<file path="config.mk">
export PLATFORM = sky130hd
export DESIGN_NAME = i2c_master_bit_sequencer
export DESIGN_NICKNAME = d
export VERILOG_FILES = /design/src/rtl/i2cms_pkg.sv /design/src/rtl/i2c_master_bit_sequencer.sv /design/src/rtl/i2cms_cfg.sv
export VERILOG_INCLUDE_DIRS = /design/src /design/src/rtl
export SDC_FILE = /design/constraint.sdc
export NUM_CORES = 1
export LEC_CHECK = 0
export ABC_AREA = 1
export CAP_MARGIN = 20
export CORE_MARGIN = 8
export CORE_UTILIZATION = 30
export DETAILED_ROUTE_END_ITERATION = 12
export DONT_BUFFER_PORTS = 1
export PLACE_DENSITY = 0.45
export SKIP_LAST_GASP = 1
export SYNTH_ARGS = -nofsm -noshare
export SYNTH_HDL_FRONTEND = slang
export SYNTH_SLANG_ARGS = --single-unit
</file>
<file path="constraint.sdc">
create_clock -name clk -period 2.3 [get_ports clk]
set_clock_uncertainty 0.15 [all_clocks]
set_input_delay 0.46 -clock clk [delete_from_list [all_inputs] [get_ports clk]]
set_output_delay 0.46 -clock clk [all_outputs]
set_load 0.005 [all_outputs]
</file>
<file path="src/rtl/i2c_master_bit_sequencer_defines.svh">
// Assertion macros used by the I2C bit sequencer RTL.
`ifndef I2C_MASTER_BIT_SEQUENCER_DEFINES_SVH
`define I2C_MASTER_BIT_SEQUENCER_DEFINES_SVH

`ifndef NO_ASSERTIONS

// same-cycle implication, disabled while in reset
`define I2CMS_ASSERT_IMPL(label, clk, rst_n, lhs, rhs) \
	label: assert property (@(posedge clk) disable iff (!rst_n) (lhs) |-> (rhs)) \
		else $error("i2cms assertion failed");

// next-cycle implication, disabled while in reset
`define I2CMS_ASSERT_NEXT(label, clk, rst_n, lhs, rhs) \
	label: assert property (@(posedge clk) disable iff (!rst_n) (lhs) |=> (rhs)) \
		else $error("i2cms assertion failed");

`else

`define I2CMS_ASSERT_IMPL(label, clk, rst_n, lhs, rhs)
`define I2CMS_ASSERT_NEXT(label, clk, rst_n, lhs, rhs)

`endif

`endif

</file>
<file path="src/rtl/i2cms_pkg.sv">
// Types and constants of the I2C master bit sequencer.
`default_nettype none

package i2cms_pkg;

	// configuration port
	localparam int unsigned ADDR_W = 3;
	localparam int unsigned DATA_W = 32;
	localparam logic CFG_TICKS_PER_US = 1'b0;
	localparam logic CFG_ACK_TIMEOUT  = 1'b1;
	localparam logic [7:0] TICKS_PER_US_RST = 8'd1;
	localparam logic [7:0] ACK_TIMEOUT_RST  = 8'd250;

	// wait lengths as shifts of one microsecond
	localparam logic [1:0] WAIT_1US = 2'd0;
	localparam logic [1:0] WAIT_2US = 2'd1;
	localparam logic [1:0] WAIT_4US = 2'd2;

	// command codes
	typedef enum logic [2:0] {
		OP_START = 3'd0,
		OP_STOP  = 3'd1,
		OP_SEND  = 3'd2,
		OP_RECV  = 3'd3,
		OP_SACK  = 3'd4,
		OP_WACK  = 3'd5
	} op_t;

	// sequence phases
	typedef enum logic [4:0] {
		PH_IDLE  = 5'd0,
		PH_STA_A = 5'd1,
		PH_STA_B = 5'd2,
		PH_STO_A = 5'd3,
		PH_STO_B = 5'd4,
		PH_ACK_A = 5'd5,
		PH_ACK_B = 5'd6,
		PH_WT_A  = 5'd7,
		PH_WT_B  = 5'd8,
		PH_POLL  = 5'd9,
		PH_TX_A  = 5'd10,
		PH_TX_B  = 5'd11,
		PH_TX_C  = 5'd12,
		PH_RX_A  = 5'd13,
		PH_RX_B  = 5'd14
	} phase_t;

	// register settings seen by the sequencer
	typedef struct packed {
		logic [7:0] ticks_per_us;
		logic [7:0] ack_timeout;
	} cfg_t;

endpackage

`default_nettype wire

</file>
<file path="src/rtl/i2c_master_bit_sequencer.sv">
// Top level of the I2C master bit sequencer: tick-driven SCL/SDA sequencing.
//
//  channel | direction | handshake            | payload
//  --------+-----------+----------------------+-----------------------------------------
//  tick in | in        | in_valid / in_ready  | cmd_valid opcode tx_byte ack_value sda_in
//  result  | out       | out_valid / out_ready| scl_out sda_out busy_res done_res
//          |           |                      | rx_byte ack_failed
//  config  | in        | APB, pready tied 1   | ticks_per_us at 0x0, ack_timeout at 0x4
//
// One tick transfer is taken per clock cycle while in_ready is high; its result is shown on the next cycle.
// The sequencer state registers themselves form the result register, updated on
// every accepted tick by one pass of next-state logic.
// A new tick is taken while a result waits, provided out_ready takes it that cycle.
// Reset releases both lines, clears the sequencer and loads the register defaults.
`default_nettype none
`include "i2c_master_bit_sequencer_defines.svh"

module i2c_master_bit_sequencer (
	input  wire logic                          clk,
	input  wire logic                          arst_n,
	// tick channel
	input  wire logic                          in_valid,
	output logic                               in_ready,
	input  wire logic                          cmd_valid,
	input  wire logic [2:0]                    opcode,
	input  wire logic [7:0]                    tx_byte,
	input  wire logic                          ack_value,
	input  wire logic                          sda_in,
	// result channel
	output logic                               out_valid,
	input  wire logic                          out_ready,
	output logic                               scl_out,
	output logic                               sda_out,
	output logic                               busy_res,
	output logic                               done_res,
	output logic      [7:0]                    rx_byte,
	output logic                               ack_failed,
	// configuration
	input  wire logic                          psel,
	input  wire logic                          penable,
	input  wire logic                          pwrite,
	input  wire logic [i2cms_pkg::ADDR_W-1:0]  paddr,
	input  wire logic [i2cms_pkg::DATA_W-1:0]  pwdata,
	output logic      [i2cms_pkg::DATA_W-1:0]  prdata,
	output logic                               pready
);

	i2cms_pkg::cfg_t   cfg;

	i2cms_pkg::phase_t phase_q, phase_n;
	i2cms_pkg::op_t    kind_q, kind_n;
	logic [2:0]        bit_q, bit_n;
	logic [9:0]        dly_q, dly_n;
	logic [7:0]        poll_q, poll_n;
	logic [7:0]        shift_q, shift_n;
	logic              scl_q, scl_n;
	logic              sda_q, sda_n;
	logic              ack_q, ack_n;
	logic [7:0]        rx_q, rx_n;
	logic              done_q, done_n;
	logic              out_valid_q;
	logic              in_fire;
	logic              do_poll;
	logic              in_poll;
	logic              poll_ok;
	logic              rx_end_tick;

	i2cms_cfg u_cfg (
		.clk     (clk),
		.arst_n  (arst_n),
		.psel    (psel),
		.penable (penable),
		.pwrite  (pwrite),
		.paddr   (paddr),
		.pwdata  (pwdata),
		.prdata  (prdata),
		.pready  (pready),
		.cfg     (cfg)
	);

	// delay in ticks for 1, 2 or 4 microseconds; a rate of zero counts as one
	function automatic logic [9:0] wait_ticks(input logic [1:0] sh, input logic [7:0] tpu);
		logic [7:0] t;
		t = (tpu == 8'd0) ? 8'd1 : tpu;
		return {2'b00, t} << sh;
	endfunction

	assign in_ready = ~out_valid_q | out_ready;
	assign in_fire  = in_valid & in_ready;
	assign in_poll  = (phase_q == i2cms_pkg::PH_POLL);

	// next state for one tick
	always_comb begin
		phase_n = phase_q;
		kind_n  = kind_q;
		bit_n   = bit_q;
		dly_n   = dly_q;
		poll_n  = poll_q;
		shift_n = shift_q;
		scl_n   = scl_q;
		sda_n   = sda_q;
		ack_n   = ack_q;
		rx_n    = rx_q;
		done_n  = 1'b0;
		do_poll = 1'b0;

		if (phase_q == i2cms_pkg::PH_IDLE) begin
			// command launch
			if (cmd_valid && opcode <= i2cms_pkg::OP_WACK) begin
				kind_n = i2cms_pkg::op_t'(opcode);
				bit_n  = 3'd0;
				poll_n = 8'd0;
				case (opcode)
					i2cms_pkg::OP_START: begin
						sda_n   = 1'b1;
						scl_n   = 1'b1;
						dly_n   = wait_ticks(i2cms_pkg::WAIT_4US, cfg.ticks_per_us);
						phase_n = i2cms_pkg::PH_STA_A;
					end
					i2cms_pkg::OP_STOP: begin
						scl_n   = 1'b0;
						sda_n   = 1'b0;
						dly_n   = wait_ticks(i2cms_pkg::WAIT_4US, cfg.ticks_per_us);
						phase_n = i2cms_pkg::PH_STO_A;
					end
					i2cms_pkg::OP_SEND: begin
						scl_n   = 1'b0;
						sda_n   = tx_byte[7];
						shift_n = {tx_byte[6:0], 1'b0};
						dly_n   = wait_ticks(i2cms_pkg::WAIT_2US, cfg.ticks_per_us);
						phase_n = i2cms_pkg::PH_TX_A;
					end
					i2cms_pkg::OP_RECV: begin
						sda_n   = 1'b1;
						shift_n = 8'd0;
						scl_n   = 1'b0;
						dly_n   = wait_ticks(i2cms_pkg::WAIT_2US, cfg.ticks_per_us);
						phase_n = i2cms_pkg::PH_RX_A;
					end
					i2cms_pkg::OP_SACK: begin
						scl_n   = 1'b0;
						sda_n   = ack_value;
						dly_n   = wait_ticks(i2cms_pkg::WAIT_2US, cfg.ticks_per_us);
						phase_n = i2cms_pkg::PH_ACK_A;
					end
					default: begin
						sda_n   = 1'b1;
						dly_n   = wait_ticks(i2cms_pkg::WAIT_1US, cfg.ticks_per_us);
						phase_n = i2cms_pkg::PH_WT_A;
					end
				endcase
			end
		end else if (in_poll) begin
			do_poll = 1'b1;
		end else if (dly_q > 10'd1) begin
			dly_n = dly_q - 10'd1;
		end else begin
			// wait over: perform the writes that follow it
			dly_n = 10'd0;
			case (phase_q)
				i2cms_pkg::PH_STA_A: begin
					sda_n   = 1'b0;
					dly_n   = wait_ticks(i2cms_pkg::WAIT_4US, cfg.ticks_per_us);
					phase_n = i2cms_pkg::PH_STA_B;
				end
				i2cms_pkg::PH_STA_B: begin
					scl_n   = 1'b0;
					phase_n = i2cms_pkg::PH_IDLE;
					done_n  = 1'b1;
				end
				i2cms_pkg::PH_STO_A: begin
					scl_n   = 1'b1;
					sda_n   = 1'b1;
					dly_n   = wait_ticks(i2cms_pkg::WAIT_4US, cfg.ticks_per_us);
					phase_n = i2cms_pkg::PH_STO_B;
				end
				i2cms_pkg::PH_STO_B: begin
					if (kind_q == i2cms_pkg::OP_WACK) begin
						ack_n = 1'b1;
					end
					phase_n = i2cms_pkg::PH_IDLE;
					done_n  = 1'b1;
				end
				i2cms_pkg::PH_ACK_A: begin
					scl_n   = 1'b1;
					dly_n   = wait_ticks(i2cms_pkg::WAIT_2US, cfg.ticks_per_us);
					phase_n = i2cms_pkg::PH_ACK_B;
				end
				i2cms_pkg::PH_ACK_B: begin
					scl_n   = 1'b0;
					phase_n = i2cms_pkg::PH_IDLE;
					done_n  = 1'b1;
				end
				i2cms_pkg::PH_WT_A: begin
					scl_n   = 1'b1;
					dly_n   = wait_ticks(i2cms_pkg::WAIT_1US, cfg.ticks_per_us);
					phase_n = i2cms_pkg::PH_WT_B;
				end
				i2cms_pkg::PH_WT_B: begin
					do_poll = 1'b1;
				end
				i2cms_pkg::PH_TX_A: begin
					scl_n   = 1'b1;
					dly_n   = wait_ticks(i2cms_pkg::WAIT_2US, cfg.ticks_per_us);
					phase_n = i2cms_pkg::PH_TX_B;
				end
				i2cms_pkg::PH_TX_B: begin
					scl_n   = 1'b0;
					dly_n   = wait_ticks(i2cms_pkg::WAIT_2US, cfg.ticks_per_us);
					phase_n = i2cms_pkg::PH_TX_C;
				end
				i2cms_pkg::PH_TX_C: begin
					if (bit_q == 3'd7) begin
						phase_n = i2cms_pkg::PH_IDLE;
						done_n  = 1'b1;
					end else begin
						bit_n   = bit_q + 3'd1;
						sda_n   = shift_q[7];
						shift_n = {shift_q[6:0], 1'b0};
						dly_n   = wait_ticks(i2cms_pkg::WAIT_2US, cfg.ticks_per_us);
						phase_n = i2cms_pkg::PH_TX_A;
					end
				end
				i2cms_pkg::PH_RX_A: begin
					scl_n   = 1'b1;
					shift_n = {shift_q[6:0], sda_in};
					dly_n   = wait_ticks(i2cms_pkg::WAIT_1US, cfg.ticks_per_us);
					phase_n = i2cms_pkg::PH_RX_B;
				end
				i2cms_pkg::PH_RX_B: begin
					if (bit_q == 3'd7) begin
						rx_n    = shift_q;
						phase_n = i2cms_pkg::PH_IDLE;
						done_n  = 1'b1;
					end else begin
						bit_n   = bit_q + 3'd1;
						scl_n   = 1'b0;
						dly_n   = wait_ticks(i2cms_pkg::WAIT_2US, cfg.ticks_per_us);
						phase_n = i2cms_pkg::PH_RX_A;
					end
				end
				default: begin
					phase_n = i2cms_pkg::PH_IDLE;
				end
			endcase
		end

		// acknowledge poll: low ends the command, too many highs run the stop waits
		if (do_poll) begin
			if (!sda_in) begin
				scl_n   = 1'b0;
				ack_n   = 1'b0;
				phase_n = i2cms_pkg::PH_IDLE;
				done_n  = 1'b1;
			end else if (poll_q >= cfg.ack_timeout) begin
				scl_n   = 1'b0;
				sda_n   = 1'b0;
				dly_n   = wait_ticks(i2cms_pkg::WAIT_4US, cfg.ticks_per_us);
				phase_n = i2cms_pkg::PH_STO_A;
			end else begin
				poll_n  = poll_q + 8'd1;
				phase_n = i2cms_pkg::PH_POLL;
			end
		end
	end

	// sequencer state, which doubles as the result register
	always_ff @(posedge clk or negedge arst_n) begin
		if (!arst_n) begin
			phase_q <= i2cms_pkg::PH_IDLE;
			kind_q  <= i2cms_pkg::OP_START;
			bit_q   <= 3'd0;
			dly_q   <= 10'd0;
			poll_q  <= 8'd0;
			shift_q <= 8'd0;
			scl_q   <= 1'b1;
			sda_q   <= 1'b1;
			ack_q   <= 1'b0;
			rx_q    <= 8'd0;
			done_q  <= 1'b0;
		end else if (in_fire) begin
			phase_q <= phase_n;
			kind_q  <= kind_n;
			bit_q   <= bit_n;
			dly_q   <= dly_n;
			poll_q  <= poll_n;
			shift_q <= shift_n;
			scl_q   <= scl_n;
			sda_q   <= sda_n;
			ack_q   <= ack_n;
			rx_q    <= rx_n;
			done_q  <= done_n;
		end
	end

	// result valid flag
	always_ff @(posedge clk or negedge arst_n) begin
		if (!arst_n) begin
			out_valid_q <= 1'b0;
		end else if (in_fire) begin
			out_valid_q <= 1'b1;
		end else if (out_ready) begin
			out_valid_q <= 1'b0;
		end
	end

	assign out_valid  = out_valid_q;
	assign scl_out    = scl_q;
	assign sda_out    = sda_q;
	assign busy_res   = (phase_q != i2cms_pkg::PH_IDLE);
	assign done_res   = done_q;
	assign rx_byte    = rx_q;
	assign ack_failed = ack_q;

	// poll phase belongs to wait ack with its delay spent; received byte lands at RX_B
	assign poll_ok     = (kind_q == i2cms_pkg::OP_WACK) && (dly_q == 10'd0);
	assign rx_end_tick = in_fire && (phase_q == i2cms_pkg::PH_RX_B);

	// checks
	`I2CMS_ASSERT_IMPL(a_done_not_busy, clk, arst_n, out_valid && done_res, !busy_res)
	`I2CMS_ASSERT_NEXT(a_fire_gives_result, clk, arst_n, in_fire, out_valid)
	`I2CMS_ASSERT_IMPL(a_poll_only_wack, clk, arst_n, in_poll, poll_ok)
	`I2CMS_ASSERT_NEXT(a_rx_held, clk, arst_n, !rx_end_tick, $stable(rx_q))

endmodule

`default_nettype wire

</file>
<file path="src/rtl/i2cms_cfg.sv">
// APB register block holding the bus timing settings.
`default_nettype none

module i2cms_cfg (
	input  wire logic                          clk,
	input  wire logic                          arst_n,
	input  wire logic                          psel,
	input  wire logic                          penable,
	input  wire logic                          pwrite,
	input  wire logic [i2cms_pkg::ADDR_W-1:0]  paddr,
	input  wire logic [i2cms_pkg::DATA_W-1:0]  pwdata,
	output logic      [i2cms_pkg::DATA_W-1:0]  prdata,
	output logic                               pready,
	output i2cms_pkg::cfg_t                    cfg
);

	logic       wr_en;
	logic [7:0] ticks_q;
	logic [7:0] timeout_q;

	assign pready = 1'b1;
	assign wr_en  = psel & penable & pwrite;

	// register writes on the access cycle
	always_ff @(posedge clk or negedge arst_n) begin
		if (!arst_n) begin
			ticks_q   <= i2cms_pkg::TICKS_PER_US_RST;
			timeout_q <= i2cms_pkg::ACK_TIMEOUT_RST;
		end else if (wr_en) begin
			case (paddr[2])
				i2cms_pkg::CFG_TICKS_PER_US: ticks_q   <= pwdata[7:0];
				i2cms_pkg::CFG_ACK_TIMEOUT:  timeout_q <= pwdata[7:0];
				default: ;
			endcase
		end
	end

	// read back
	always_comb begin
		case (paddr[2])
			i2cms_pkg::CFG_TICKS_PER_US: prdata = {24'd0, ticks_q};
			i2cms_pkg::CFG_ACK_TIMEOUT:  prdata = {24'd0, timeout_q};
			default:                     prdata = '0;
		endcase
	end

	assign cfg.ticks_per_us = ticks_q;
	assign cfg.ack_timeout  = timeout_q;

endmodule

`default_nettype wire
</file>
Word level (Yosys, flattened, before mapping)
Cells that the tools add are included.

storage, ports and cells
  output and inout bits = 48
  logic and storage cells = 165
  register bits after elaboration = 66
  input bits = 56

operators by class
  reduce and logical (&&, ||, !) cells = 25
  add/sub/neg operators = 3
  mux-type cells = 81
  equality and inequality tests = 30
  bitwise operators = 9
  $lt $le $gt $ge = 3

operators by type and width
  kind                     count
  $mux W8                  11
  $mux W10                 7
  $pmux W32 S2             1
  $pmux W5 S10             1
  $pmux W10 S4             1
  $eq A5 B4 Y1 const B     7
  $mux W1                  35
  $pmux W8 S2              2
  $mux W5                  5
  $eq A5 B3 Y1 const B     4
  $pmux W10 S2             1
  $pmux W4 S5              1
  $mux W3                  6
  $mux W4                  4
  $reduce_and A6 Y1        2
  $reduce_or A3 Y1         4
  $eq A5 B2 Y1 const B     2
  $gt A10 B1 Y1 const B    1
  $sub A10 B1 Y10 const B  1
  $eq A3 B3 Y1 const B     3
  $mux W9                  1
  $ne A3 B3 Y1 const B     3
  $pmux W1 S3              3
  $add A8 B1 Y8 const B    1
  28 further kinds         44

Longest topological paths before layout
  word-level depth = 10
  depth in mapped cells = 16
  gate-level depth less buffers = 15

Modules after synthesis
A second synthesis with hierarchy kept.

unflattened totals
  cell total of the unflattened synthesis = 719
  area, all modules = 4939.7 µm²

by module, submodules not included
  module                    sequential area each (µm²)  cells each  area each (µm²)  times used
  i2c_master_bit_sequencer  1228.7                      594         3981.3           1
  i2cms_cfg                 409.1                       125         958.4            1

Least setup slack after synthesis
Ideal clock, no wire load.

  kind = reg-to-reg
  start point = register u_cfg.timeout_q[1]
  end point = register poll_q[7]
  arrival time = 1.927 ns
  setup slack = 0.093 ns
  library setup time = 0.130 ns
  buffers on the path = 0
  stages on the path, launching flop included = 13
  path through = dfstp_2 inv_1 ha_1 inv_1 nor2_1 o21ai_0 nand2_1 nand2_1 nand3_1 nor2_8 inv_2 o211ai_1 o21ai_0

between the ends
  word-level cells in the longest chain between the ends = 4

ends and longest elaborated chain
  what                    RTL line                         RTL
  from (decl)             i2cms_cfg.sv:19                  logic [7:0] timeout_q;
  from (signal assigned)  i2cms_cfg.sv:28                  timeout_q <= i2cms_pkg::ACK_TIMEOUT_RST;
  from (signal assigned)  i2cms_cfg.sv:32                  i2cms_pkg::CFG_ACK_TIMEOUT: timeout_q <= pwdata[7:0];
  $ge A8 B8 Y1            i2c_master_bit_sequencer.sv:255  end else if (poll_q >= cfg.ack_timeout) begin
  $mux W8                 i2c_master_bit_sequencer.sv:255
  $mux W8                 i2c_master_bit_sequencer.sv:250  if (!sda_in) begin
  $mux W8                 i2c_master_bit_sequencer.sv:249  if (do_poll) begin
  to (signal assigned)    i2c_master_bit_sequencer.sv:286  poll_q <= poll_n;
  to (decl)               i2c_master_bit_sequencer.sv:54   logic [7:0] poll_q, poll_n;

Every way passes these cells.
A chain may end at the register's enable or synchronous reset.

Worst setup path in the final report
  start point = register phase_q[0]
  end point = register shift_q[0]

between the ends
  word-level cells in the longest chain between the ends = 5
  elaborated cells on any way between the ends = 15
  those cells by class = eq/ne: 8; mux: 4; reduce/logical: 3

ends and longest elaborated chain
  what                    RTL line                         RTL
  from (decl)             i2c_master_bit_sequencer.sv:50   i2cms_pkg::phase_t phase_q, phase_n;
  from (signal assigned)  i2c_master_bit_sequencer.sv:270  phase_q <= i2cms_pkg::PH_IDLE;
  from (signal assigned)  i2c_master_bit_sequencer.sv:282  phase_q <= phase_n;
  $eq A5 B4 Y1            i2c_master_bit_sequencer.sv:160  case (phase_q)
  $pmux W8 S2             i2c_master_bit_sequencer.sv:160
  $mux W8                 i2c_master_bit_sequencer.sv:155  end else if (dly_q > 10'd1) begin
  $mux W8                 i2c_master_bit_sequencer.sv:153  end else if (in_poll) begin
  $mux W8                 i2c_master_bit_sequencer.sv:107  if (phase_q == i2cms_pkg::PH_IDLE) begin
  to (signal assigned)    i2c_master_bit_sequencer.sv:287  shift_q <= shift_n;
  to (decl)               i2c_master_bit_sequencer.sv:55   logic [7:0] shift_q, shift_n;

Parallel ways exist; a longest one is shown, timed or not. The select of a mux whose other input is x is not followed.

==> impl_metrics.json <==
{
  "grt_antenna_before_repair": 0,
  "num_io_pins": 104,
  "synth-seq-area-share": 0.3339,
  "clkSlewWorstSetupHoldPaths_ps": 60,
  "first_global_vias": 4622,
  "postSynthAreaPerCell_um2": 7.007,
  "port_buffers": 0,
  "flow.area_growth_from_synthesis_pct": 17.58,
  "post_synth_num_cell_types": 47,
  "synth-edff-count": 0,
  "required_ps": 2400,
  "clk-insertion-delay-late_ps": 340,
  "synth-async-reset-ratio": 1.000,
  "finalNonFillerCells": 961,
  "clock_power_share": 0.199,
  "maxClockFrequency_mhz": 459.5,
  "synth_cells": 700,
  "route.vias.total": 4736,
  "gp_routability_congestion": 0.8845,
  "timing_worst_slew_pin_value_ps": 505.2,
  "place_hpwl_mm": 11.99,
  "core_mm2": 0.01594,
  "setup_viol": 0,
  "min_path_type": "in2reg",
  "ir_drop_uv": 433.3,
  "antenna_left": 0,
  "postSynth.topFlopCell": "dfrtp_1",
  "synth-simple-area-share": 0.2753,
  "detailed_routing_iterations_pass_1": 5,
  "detail_route.iter0.violations": 381,
  "yosys_warnings": 0,
  "tritoncts.num_buffers": 9,
  "routedWlPerCell_um": 16.79,
  "seq_power_share": 0.278,
  "critical_path_arrival_ps": 2270,
  "place_inst": 937,
  "layout.cell_area.non_filler_mm2": 0.005767,
  "die_w_um": 143.9,
  "synth_top_cell_area_share": 0.2857,
  "total_of_flip_flops_plus_latches_after_synthesis": 65,
  "grt.overflow.total": 0,
  "final_layout_size_suffix_gt1_frac": 0.1785,
  "synth-xor-area-share": 0.01429,
  "synthMostInstantiatedCell": "nand2_1",
  "clock_path_buffers": 2,
  "numClockSinks": 65,
  "final_net_count": 809,
  "mappedNetlistArea_mm2": 0.004905,
  "internal_power_w": 0.003450,
  "floorplan.rows": 46,
  "h-tree-depth": 3,
  "synth_top_area_cell": "dfrtp_1",
  "synth_compound_gate_area_share": 0.2041,
  "result_of_the_run": "finished, final reports clean",
  "vias_per_cell": 4.928,
  "wire_length_of_the_first_global_routing_pass_mm": 24.83,
  "grt_max_degree": 66,
  "synth_top_family_by_area": "simple AND/OR/NAND/NOR gates",
  "setup_repair_after_global_routing_missed_its_margin": "yes",
  "synth.top_cells.by_count": "193 x nand2_1, 91 x inv_1, 75 x o21ai_0",
  "final_util": 0.3617,
  "drc_errors": 0,
  "die_span_in_y_um": 143.9,
  "max_cap_violations": 0,
  "final_routed_wirelength_mm": 16.14,
  "tritoncts": "yes",
  "design.die.area_mm2": 0.02070,
  "cellLeakagePower_nw": 2.780,
  "crit_path_max_fanout": 13,
  "start_util": 0.3076,
  "fillCellCount": 1721,
  "synth-adder-area-share": 0.03316,
  "root_buffer": "clkbuf_16",
  "slew_headroom": 0.6621,
  "power_frac_comb": 0.522,
  "synth.area.mux_share": 0,
  "power_switching_w": 0.002953,
  "timing_hold_violations_final": 0,
  "final_max_slew_viol_count": 0,
  "start_kind": "register",
  "worst_setup_path_end_kind": "register",
  "post_dp_cell_area_mm2": 0.005289,
  "min_period_ps": 2176,
  "critPathKind": "reg2reg",
  "sw_frac_of_total": 0.4612,
  "antenna_cells_inserted": 0,
  "groute.usage.overall": 0.1564,
  "ys_top_cells_by_area": "dfrtp_1 29%, nand2_1 15%, o21ai_0 7.7%",
  "finalCritPeriodShare": 0.9462,
  "p_per_area_mw_per_mm2": 1110
}
-- timing repair --
action,4_1_cts,5_1_grt
buffers inserted,0,4
hold buffers,2,0
resized for setup,3,39
endpoints found under the hold margin,65,0
gates cloned,0,2
setup endpoints to repair,5,44
pin swaps,0,8
-- per-stage QoR --
stage | setup slack (ps) | TNS, ps | total power (W) | hold WS, ps
5_1_grt | -48.52 | -49.49 | 0.006964 | 105.5
3_3_place_gp | 5.588 | 0 | 0.004804 | 16.42
4_1_cts | 5.913 | 0 | 0.006219 | 90.56
6_report | 123.7 | 0 | 0.006403 | 106.4
3_5_place_dp | -15.44 | -27.18 | 0.004839 | 16.66
2_1_floorplan | 92.54 | 0 | 0.003883 | 14.41
-- per-layer routing --
| layer | global-route usage | vias to the layer above | share of wire | wire, um |
|---|---|---|---|---|
| met5 | 0 | - | 0 | 0 |
| met4 | 0.04870 | 0 | 0.020 | 322 |
| met3 | 0.05076 | 20 | 0.074 | 1187 |
| met2 | 0.2568 | 149 | 0.46 | 7494 |
| met1 | 0.1900 | 2240 | 0.44 | 7134 |
| li1 | - | 2327 | - | - |
-- cell families after synthesis --
group | Yosys count
flip-flops | 65
AO/OA/AOI/OAI | 167
AND/OR/NAND/NOR | 300
XOR/XNOR | 8
other | 2
buffers and inverters | 145
adder cells (fa/ha/maj) | 13
-- power by group through the flow --
stage          clock network [W]  registers, W  logic [W]
2_1_floorplan                  0       0.00173    0.00215
3_3_place_gp                   0       0.00179    0.00302
3_5_place_dp                   0       0.00179    0.00305
4_1_cts                  0.00133       0.00178    0.00312
5_1_grt                  0.00137       0.00183    0.00376
6_report                 0.00128       0.00178    0.00334
-- critical path, cell delays in order (launching register included) --
cell     delay [ps]
dfrtp_1         420
nor2_2           80
nand2_2         150
buf_4           230
inv_2           110
nand2_2         150
o21ai_1         120
nor2_4          210
nand4_4         200
o31ai_1         250
-- worst paths after layout --
check / start / end / slack, ps / cells past startpoint
setup / recovery: phase_q[0] / shift_q[0] / 120 / 9
hold / removal: pwdata[0] / u_cfg.ticks_q[0] / 110 / 2
setup reg to reg: phase_q[0] / shift_q[0] / 120 / 9
hold reg to reg: bit_q[1] / bit_q[1] / 340 / 2
max in group asynchronous: arst_n / sda_out / 1070 / 2
min in group asynchronous: arst_n / phase_q[3] / 550 / 2
-- state kept, by name, summed over array words and instances, names as in the netlist, 3 cells and up --
signal           count
bit_q                3
dly_q               10
kind_q               3
phase_q              4
poll_q               8
rx_byte              8
shift_q              8
u_cfg.ticks_q        8
u_cfg.timeout_q      8
-- cells in the final DEF, fill, tap and decap left out, types with 3 or more instances in the layout --
cell type and instances:
xor2_1 7, inv_1 87, nand2_4 3, nand2_1 192, nor2_4 8, o21ai_0 62, conb_1 25, buf_6 3
o21ai_1 25, ha_1 10, o211ai_1 8, nand2_2 6, nand4_1 3, a22oi_1 12, o221ai_1 6, nor2_2 3
dfstp_2 9, clkinv_2 4, a31oi_1 6, o22ai_1 4, o21ai_2 11, buf_4 41, nand3_1 34, nor3_1 5
clkbuf_16 9, a21oi_1 20, nor2_1 36, dfrtp_1 55, inv_2 11
-- area by class of cell --
class                      instances  area (um^2)  share of cell area
clock inverter                     7        45.04            0.007811
inverter                         102        394.1             0.06834
sequential                        65         1639              0.2842
timing repair buffer              47        399.1             0.06921
tap                              216        270.3             0.04686
clock buffer                       9        225.2             0.03905
multi-input combinational        515         2794              0.4845
No activity file was read; power rests on OpenSTA's default activity.
